==> config.mk <==
export PLATFORM = sky130hd
export DESIGN_NAME = itoa_ctrl
export DESIGN_NICKNAME = d
export VERILOG_FILES = /design/src/rtl/itoa_pkg.sv /design/src/rtl/itoa_ctrl.sv
export SDC_FILE = /design/constraint.sdc
export NUM_CORES = 1
export LEC_CHECK = 0
export ABC_CLOCK_PERIOD_IN_PS = 1900
export BUFFER_PORTS_ARGS = -buffer_cell sky130_fd_sc_hd__clkbuf_2
export CAP_MARGIN = 20
export CORE_AREA = 2 2 39 41
export CTS_CLUSTER_DIAMETER = 200
export DETAILED_ROUTE_END_ITERATION = 6
export DIE_AREA = 0 0 41 43
export SLEW_MARGIN = 20
export SYNTH_ARGS = -nofsm -noshare
export SYNTH_HDL_FRONTEND = slang
export SYNTH_SLANG_ARGS = --single-unit
export TNS_END_PERCENT = 1
==> constraint.sdc <==
create_clock -name clk -period 1.9 [get_ports clk]
set_clock_uncertainty 0.05 [all_clocks]
set_input_delay 0.095 -clock clk [delete_from_list [all_inputs] [get_ports clk]]
set_output_delay 0.095 -clock clk [all_outputs]
set_load 0.02 [all_outputs]
==> src/rtl/itoa_pkg.sv <==
package itoa_pkg;

  localparam int unsigned VALUE_W    = 32;
  localparam int unsigned CHAR_W     = 8;
  localparam int unsigned DIGIT_W    = 4;
  localparam int unsigned MAX_DIGITS = 10;
  localparam int unsigned CNT_W      = $clog2(MAX_DIGITS + 1);

  // floor(x / 10) == (x * RECIP_TEN) >> RECIP_SHIFT for every 32-bit x
  localparam logic [VALUE_W-1:0] RECIP_TEN   = 32'hCCCC_CCCD;
  localparam int unsigned        RECIP_SHIFT = 35;

  localparam logic [CHAR_W-1:0] ASCII_ZERO  = 8'd48;
  localparam logic [CHAR_W-1:0] ASCII_MINUS = 8'd45;

  typedef enum logic [1:0] {
    ST_IDLE,
    ST_DIVIDE,
    ST_SIGN,
    ST_EMIT
  } itoa_state_t;

  // Controller to datapath
  typedef struct packed {
    logic load;
    logic div_step;
    logic emit_sign;
    logic emit_digit;
  } itoa_cmd_t;

  // Datapath to controller
  typedef struct packed {
    logic quot_zero;
    logic negative;
    logic last_digit;
  } itoa_status_t;

endpackage

==> src/rtl/itoa_ctrl.sv <==
module itoa_ctrl
  import itoa_pkg::*;
(
  input  logic         clk,
  input  logic         rst_n,
  input  logic         start,
  input  itoa_status_t status,
  output itoa_cmd_t    cmd,
  output logic         busy
);

  itoa_state_t state_r, state_nxt;

  always_comb begin
    state_nxt = state_r;
    unique case (state_r)
      ST_IDLE: begin
        if (start) begin
          state_nxt = ST_DIVIDE;
        end
      end
      ST_DIVIDE: begin
        if (status.quot_zero) begin
          state_nxt = status.negative ? ST_SIGN : ST_EMIT;
        end
      end
      ST_SIGN: begin
        state_nxt = ST_EMIT;
      end
      ST_EMIT: begin
        if (status.last_digit) begin
          state_nxt = ST_IDLE;
        end
      end
      default: begin
        state_nxt = ST_IDLE;
      end
    endcase
  end

  always_comb begin
    cmd  = '0;
    busy = 1'b1;
    unique case (state_r)
      ST_IDLE: begin
        busy     = 1'b0;
        cmd.load = start;
      end
      ST_DIVIDE: begin
        cmd.div_step = 1'b1;
      end
      ST_SIGN: begin
        cmd.emit_sign = 1'b1;
      end
      ST_EMIT: begin
        cmd.emit_digit = 1'b1;
      end
      default: begin
        busy = 1'b1;
      end
    endcase
  end

  always_ff @(posedge clk) begin
    if (!rst_n) begin
      state_r <= ST_IDLE;
    end else begin
      state_r <= state_nxt;
    end
  end

endmodule

Yosys cells after proc, flatten, opt, wreduce, memory -nomap -nowiden

Cells that the tools add are included.

Mux-type cells: 10
Reduce and logical (&&, ||, !) cells: 2
Equality and inequality tests: 6

Operators by type and width:

| operator             | count |
|---|---|
| $pmux W2 S4          | 1 |
| $mux W1              | 6 |
| $mux W2              | 3 |
| $ne A2 B2 Y1 const B | 3 |
| $eq A2 B2 Y1 const B | 2 |
| $reduce_and A3 Y1    | 1 |
| $eq A2 B1 Y1 const B | 1 |
| $logic_not A2 Y1     | 1 |

Input bits: 6
Word-level logic and storage cells: 19
Register bits after elaboration: 2
Output and inout bits: 5

Depth between registers and ports, before layout

Gate-level depths: netlist of run 1.

Depth after elaboration: 3
Mapped depth: 5
Gate-level depth less buffers: 5

Worst setup path after synthesis of run 1

Ideal clock, no wire load.

Kind: register to register
Start point: register state_r[1]
End point: register state_r[1]
Clock period less this slack: 1.412 ns
Library setup time: 0.122 ns
Stages on the path, launching flop included: 6
Arrival time: 1.239 ns
Data required time: 1.728 ns
Setup slack: 0.488 ns
Buffers on the path: 0
Cells stage by stage: dfxtp_1 -> inv_1 -> ha_1 -> and2b_1 -> o31ai_1 -> a21oi_1

Cells in the longest elaborated chain, start to end: 3
Elaborated cells between the ends (all ways): 9
Those cells by class: eq/ne (6); mux (1); reduce/logical (2)

RTL lines:

| element                                    | line            | text |
|---|---|---|
| from (decl)                                | itoa_ctrl.sv:12 | `itoa_state_t state_r, state_nxt;` |
| from (signal assigned)                     | itoa_ctrl.sv:68 | `state_r <= state_nxt;` |
| $eq A2 B1 Y1, or another cell as far along | itoa_ctrl.sv:16 | `unique case (state_r)` |
| $ne A2 B2 Y1 (no source line)              | --              |  |
| $reduce_and A3 Y1 (no source line)         | --              |  |

Parallel ways exist; a longest one is shown, timed or not.
A chain may end at the register's enable or synchronous reset.

Worst setup path in the final report of run 1

Start point: register state_r[1]
End point: register state_r[0]

The elaborated chain is that of the path after synthesis.

==> flow_metrics.tcl, run 1 <==
set metrics [dict create \
    fmax_mhz 665 \
    arrival_ps 1540 \
    placed_cells 52 \
    register_area_um2 40.0 \
    wl_per_cell_um 8.89 \
    synth-xor-area-share 0 \
    path_class "reg2reg" \
    drc 0 \
    p_seq_frac 0.166 \
    syn-num-nets 37 \
    min_period_over_period 0.791 \
    grt_max_degree 6 \
    synth-seq-cells 2 \
    timing.final.crit_period_ps 1500 \
    ys_seq_area_frac 0.170 \
    first_pass_iters 1 \
    largest_reg_flops 2 \
    worstMarginPinSlew_ps 285 \
    muxShareOfSynthArea 0 \
    die_y_um 43 \
    path_clk_slew_ps 30 \
    hold_viol 0 \
    synth_top_family_by_area "simple AND/OR/NAND/NOR gates" \
    p_total_w 0.000510 \
    grt_pass1_wl_um 807 \
    final_common_cell "clkbuf_2" \
    gp_congestion 0.769 \
    ir_drop_mv 0.520 \
    cp_max_fo 5 \
    crit_chain "inv_1 -> ha_1 -> and2b_1 -> nor3_1 -> a221oi_2" \
    leakage_nw 0.174 \
    grt_pass1_vias 222 \
    crit_path_start_kind "flip-flop" \
    cp_top_family "simple AND/OR/NAND/NOR gates" \
    place_ws_ps 423 \
    num_rows 14 \
    cpPeakStageDelay_ps 400 \
    setup_slack_ps 397 \
    portBuffers 10 \
    cp_num_cells 5 \
    pwr-share-clk 0.181 \
    synthAdderAreaFrac 0.266 \
    grt_usage 0.0732 \
    drv_slew 0 \
    nFillCells 162 \
    diodes 0 \
    fin_cells 55 \
    required_ps 1940 \
    largest-register "state_r" \
    reg2reg_depth 5 \
    synth_compound_area_frac 0.213 \
    relSlewSlack 0.809 \
    multi_input_area_um2 176 \
    postCtsSetupBuffers 0 \
    rsz0062_at_grt "false" \
    p_per_area_nw_per_um2 1560 \
    htree_levels 1 \
    cap_violations 0 \
    ys_warn_count 0 \
    cts_tree "yes" \
    yosysUniqueCellTypes 15 \
    avgSynthCellArea_um2 9.05 \
    cts.repair.resized 0 \
    hold_path.class "in2reg" \
    num_vias 217 \
    viasPerCell 3.95 \
    synth_cells 26 \
    status "finished, final reports clean" \
    holdPathStages 3 \
    crit_buf_inv 1 \
    area_growth_pct 39.4 \
    synth_area_um2 235 \
    root_buffer "clkbuf_4" \
    drt-total-wl_um 489 \
    clk_path_buf_depth 2 \
    cts_buffers 3 \
    endpoint_kind "flip-flop" \
    top_regs "state_r: 2 flops" \
    drive_gt1_frac 0.462 \
    setup_tns_ps 0 \
    power.switching_w 0.000239 \
    cts_hold_buf 0 \
    grt_overflow 0 \
    ioPinCount 11 \
    switching_share 0.468 \
    drtIter0Drc 0 \
    nets 52 \
    crit_slowest_cell "dfxtp_1" \
    clk_latency_ps 220 \
    internal_power_w 0.000271 \
    drtAntennaViolNets 0 \
    antenna_found_initial 0 \
    cts_sinks 2 \
    layout_common_cells "10 x clkbuf_2, 5 x inv_1, 5 x ha_1, 3 x clkbuf_4" \
    core_area_um2 1380 \
    fp.dieW_um 41 \
    setup_viol 0 \
    synthSimpleGateAreaFrac 0.271 \
    start_util 0.170 \
    dp_hpwl_um 406 \
    die_area_um2 1760 \
    p_comb_frac 0.653 \
]
-- power groups by stage --
stage	logic, W	clock network, W	registers [W]
floorplan	0.000259	0	0.0000805
global placement	0.000332	0	0.0000832
detailed placement	0.000336	0	0.0000840
CTS	0.000338	0.0000985	0.0000839
global route	0.000377	0.000102	0.0000877
finish	0.000333	0.0000923	0.0000845
-- cell families after synthesis --
family | after synthesis
and+or+nand+nor | 9
DFF | 2
adders and majority gates | 5
AOI/OAI and AO/OA | 5
buffers and inverters | 5
-- synthesized netlist by cell type (all sizes together) --
cell     count  area [um2]
ha           5        62.6
inv          5        18.8
a221oi       1        15.0
nor3         1        5.00
or2b         2        17.5
o31ai        1        7.51
a211oi       1        7.51
nand2b       1        6.26
nor2b        1        6.26
dfxtp        2        40.0
o2111ai      1        15.0
and2         1        7.51
nand4        1        6.26
and2b        2        15.0
a21oi        1        5.00
-- path summary, 6_finish.rpt --
check	slack [ps]	end	start
worst min register to register	500	state_r[1]$_SDFFE_PN0P_	state_r[1]$_SDFFE_PN0P_
worst min-delay path	70	state_r[0]$_SDFFE_PN0P_	rst_n
worst max register to register	400	state_r[0]$_SDFFE_PN0P_	state_r[1]$_SDFFE_PN0P_
worst max-delay path	400	state_r[0]$_SDFFE_PN0P_	state_r[1]$_SDFFE_PN0P_
-- worst min-delay path: stages --
cell and delay (ps):
clkbuf_2 80, inv_1 80, a221oi_2 40
-- layout make-up --
type	count	share of cell area
clock buffer	3	0.0687
inverter	5	0.0573
multi-input combinational	19	0.538
sequential	2	0.122
tap	16	0.0611
timing repair buffer	10	0.153
-- layer usage --
metal / share of wire / GRT usage / up-vias
met3: 0.065 / 0.0157 / 0
met2: 0.52 / 0.109 / 7
met4: 0 / 0.0800 / 0
li1: - / - / 115
met5: 0 / 0 / -
met1: 0.42 / 0.0737 / 95
-- metrics by stage --
step	hold WS, ps	utilization	area [um2]
after floorplan	190	-	235
after global placement	299	0.221	305
after detailed placement	311	0.221	305
after CTS	72.2	0.237	328
after global routing	85.6	0.237	328
final	71.9	0.237	328
Power figures use the tool's default switching activity.
==> inputs of run 2 (changes only) <==
ABC_CLOCK_PERIOD_IN_PS = 1500   (was 1900)
clock period = 1.5 ns   (was 1.9 ns; I/O delays follow)
==> run 2 against run 1 <==
  * Core utilization is 0.90 points higher
  * Flip-flop and latch count stayed put
  * Wire length is 3.1% lower
  * Clock power is 28% higher
  * Worst setup slack worse by 290 ps
  * First-iteration DRC count stayed put
  * Final area is 3.8% higher
  * Largest power group unchanged
  * Sequential share of layout area is 0.45 points lower
  * Worst hold slack worse by 19 ps
  * Count of clock-buffer cells in the layout stayed put
  * Critical path type unchanged
  * Non-clock buffer count is 1 higher
  * Register-to-register slack worse by 290 ps
==> flow_metrics.tcl, run 2 (synthesis gave the netlist of run 1 again) <==
set metrics [dict create \
    cap_violations 0 \
    fmax_mhz 718 \
    pwr-share-clk 0.177 \
    hold_end "state_r[0]$_SDFFE_PN0P_" \
    ir_drop_mv 0.619 \
    p_comb_frac 0.683 \
    ioPinCount 11 \
    cts.repair.resized 0 \
    largest-register "state_r" \
    setup_slack_ps 108 \
    relSlewSlack 0.830 \
    clk_path_buf_depth 2 \
    leakage_nw 0.181 \
    fp.dieW_um 41 \
    fin_cells 56 \
    endpoint_kind "flip-flop" \
    drv_slew 0 \
    timing.final.crit_period_ps 1390 \
    first_pass_iters 1 \
    grt_max_degree 6 \
    drc 0 \
    postCtsSetupBuffers 0 \
    rr_endpoint "state_r[1]$_SDFFE_PN0P_" \
    drt-total-wl_um 474 \
    path_clk_slew_ps 30 \
    internal_power_w 0.000362 \
    root_buffer "clkbuf_4" \
    holdPathStages 3 \
    hold_viol 0 \
    viasPerCell 3.88 \
    dpl_cell_area_um2 313 \
    switching_share 0.459 \
    num_vias 217 \
    reg2reg_from "state_r[0]$_SDFFE_PN0P_" \
    arrival_ps 1450 \
    grt_usage 0.0701 \
    placed_cells 53 \
    portBuffers 10 \
    largest_reg_flops 2 \
    min_period_over_period 0.928 \
    grt_pass1_wl_um 765 \
    setup_tns_ps 0 \
    gp_congestion 0.860 \
    htree_levels 1 \
    die_area_um2 1760 \
    place_ws_ps 112 \
    fin_util 0.246 \
    antenna_found_initial 0 \
    fin_area_um2 340 \
    setup_viol 0 \
    drtAntennaViolNets 0 \
    power.switching_w 0.000307 \
    hold_path_startpoint "rst_n" \
    cts_sinks 2 \
    start_util 0.170 \
    worstMarginPinSlew_ps 253 \
    nets 53 \
    rrSetupSlack_ps 110 \
    status "finished, final reports clean" \
    drive_gt1_frac 0.500 \
    core_area_um2 1380 \
    diodes 0 \
    crit_path_start_kind "flip-flop" \
    hold_path.class "in2reg" \
    layout_common_cells "10 x clkbuf_2, 5 x inv_1, 5 x ha_1, 3 x clkbuf_4" \
    dp_hpwl_um 390 \
    clk_latency_ps 220 \
    num_rows 14 \
    grt_pass1_vias 210 \
    required_ps 1550 \
    cts_buffers 3 \
    top_regs "state_r: 2 flops" \
    cts_hold_buf 0 \
    p_per_area_nw_per_um2 1960 \
    p_seq_frac 0.139 \
    rsz0062_at_grt "false" \
    area_growth_pct 44.7 \
    cp_max_fo 5 \
    final_common_cell "clkbuf_2" \
    grt_overflow 0 \
    drtIter0Drc 0 \
    cts_tree "yes" \
    die_y_um 43 \
    path_class "reg2reg" \
    wl_per_cell_um 8.46 \
    reg2reg_depth 5 \
]
-- run 2: changes by cell type in the layout (fill, tap and decap cells not counted), sizes merged --
cell  change
buf       +1
-- run 2: worst max-delay path: stages, from the launching register on --
cell	delay, ps
dfxtp_1	340
inv_1	110
ha_1	240
and2b_1	190
o31ai_1	240
a21oi_1	100
-- run 2: how the worst max path moves through the flow --
stage                                 start                       to
floorplan           state_r[1]$_SDFFE_PN0P_  state_r[1]$_SDFFE_PN0P_
global placement    state_r[0]$_SDFFE_PN0P_  state_r[0]$_SDFFE_PN0P_
detailed placement  state_r[0]$_SDFFE_PN0P_  state_r[0]$_SDFFE_PN0P_
CTS                 state_r[0]$_SDFFE_PN0P_                   cmd[3]
global route        state_r[0]$_SDFFE_PN0P_  state_r[1]$_SDFFE_PN0P_
finish              state_r[0]$_SDFFE_PN0P_  state_r[1]$_SDFFE_PN0P_
-- run 2: stage by stage --
step,hold WS [ps],total power (W)
after floorplan,170,0.000430
after global placement,280,0.000547
after detailed placement,286,0.000549
after CTS,45.1,0.000677
after global routing,82.8,0.000736
final,52.9,0.000669
-- run 2: power groups by stage --
stage / Clock, W / Sequential [W] / Combinational [W]
after global routing: 0.000129 / 0.0000950 / 0.000512
after global placement: 0 / 0.0000955 / 0.000452
final: 0.000118 / 0.0000932 / 0.000457
after floorplan: 0 / 0.000102 / 0.000328
after detailed placement: 0 / 0.0000943 / 0.000454
after CTS: 0.000129 / 0.0000936 / 0.000455
-- run 2: cell type report --
| cell class | count | area, um2 |
|---|---|---|
| fill | 152 | 1040 |
| multi-input combinational | 19 | 181 |
| timing repair buffer | 11 | 57.6 |
| sequential | 2 | 40.0 |
| clock buffer | 3 | 22.5 |
| tap | 16 | 20.0 |
| inverter | 5 | 18.8 |
-- run 2: metal layers --
metal  wire, um  track usage  up-vias
li1           -            -      118
met1        206       0.0767       92
met2        230       0.0969        7
met3         37       0.0157        0
met4          0       0.0800        0
met5          0            0        -
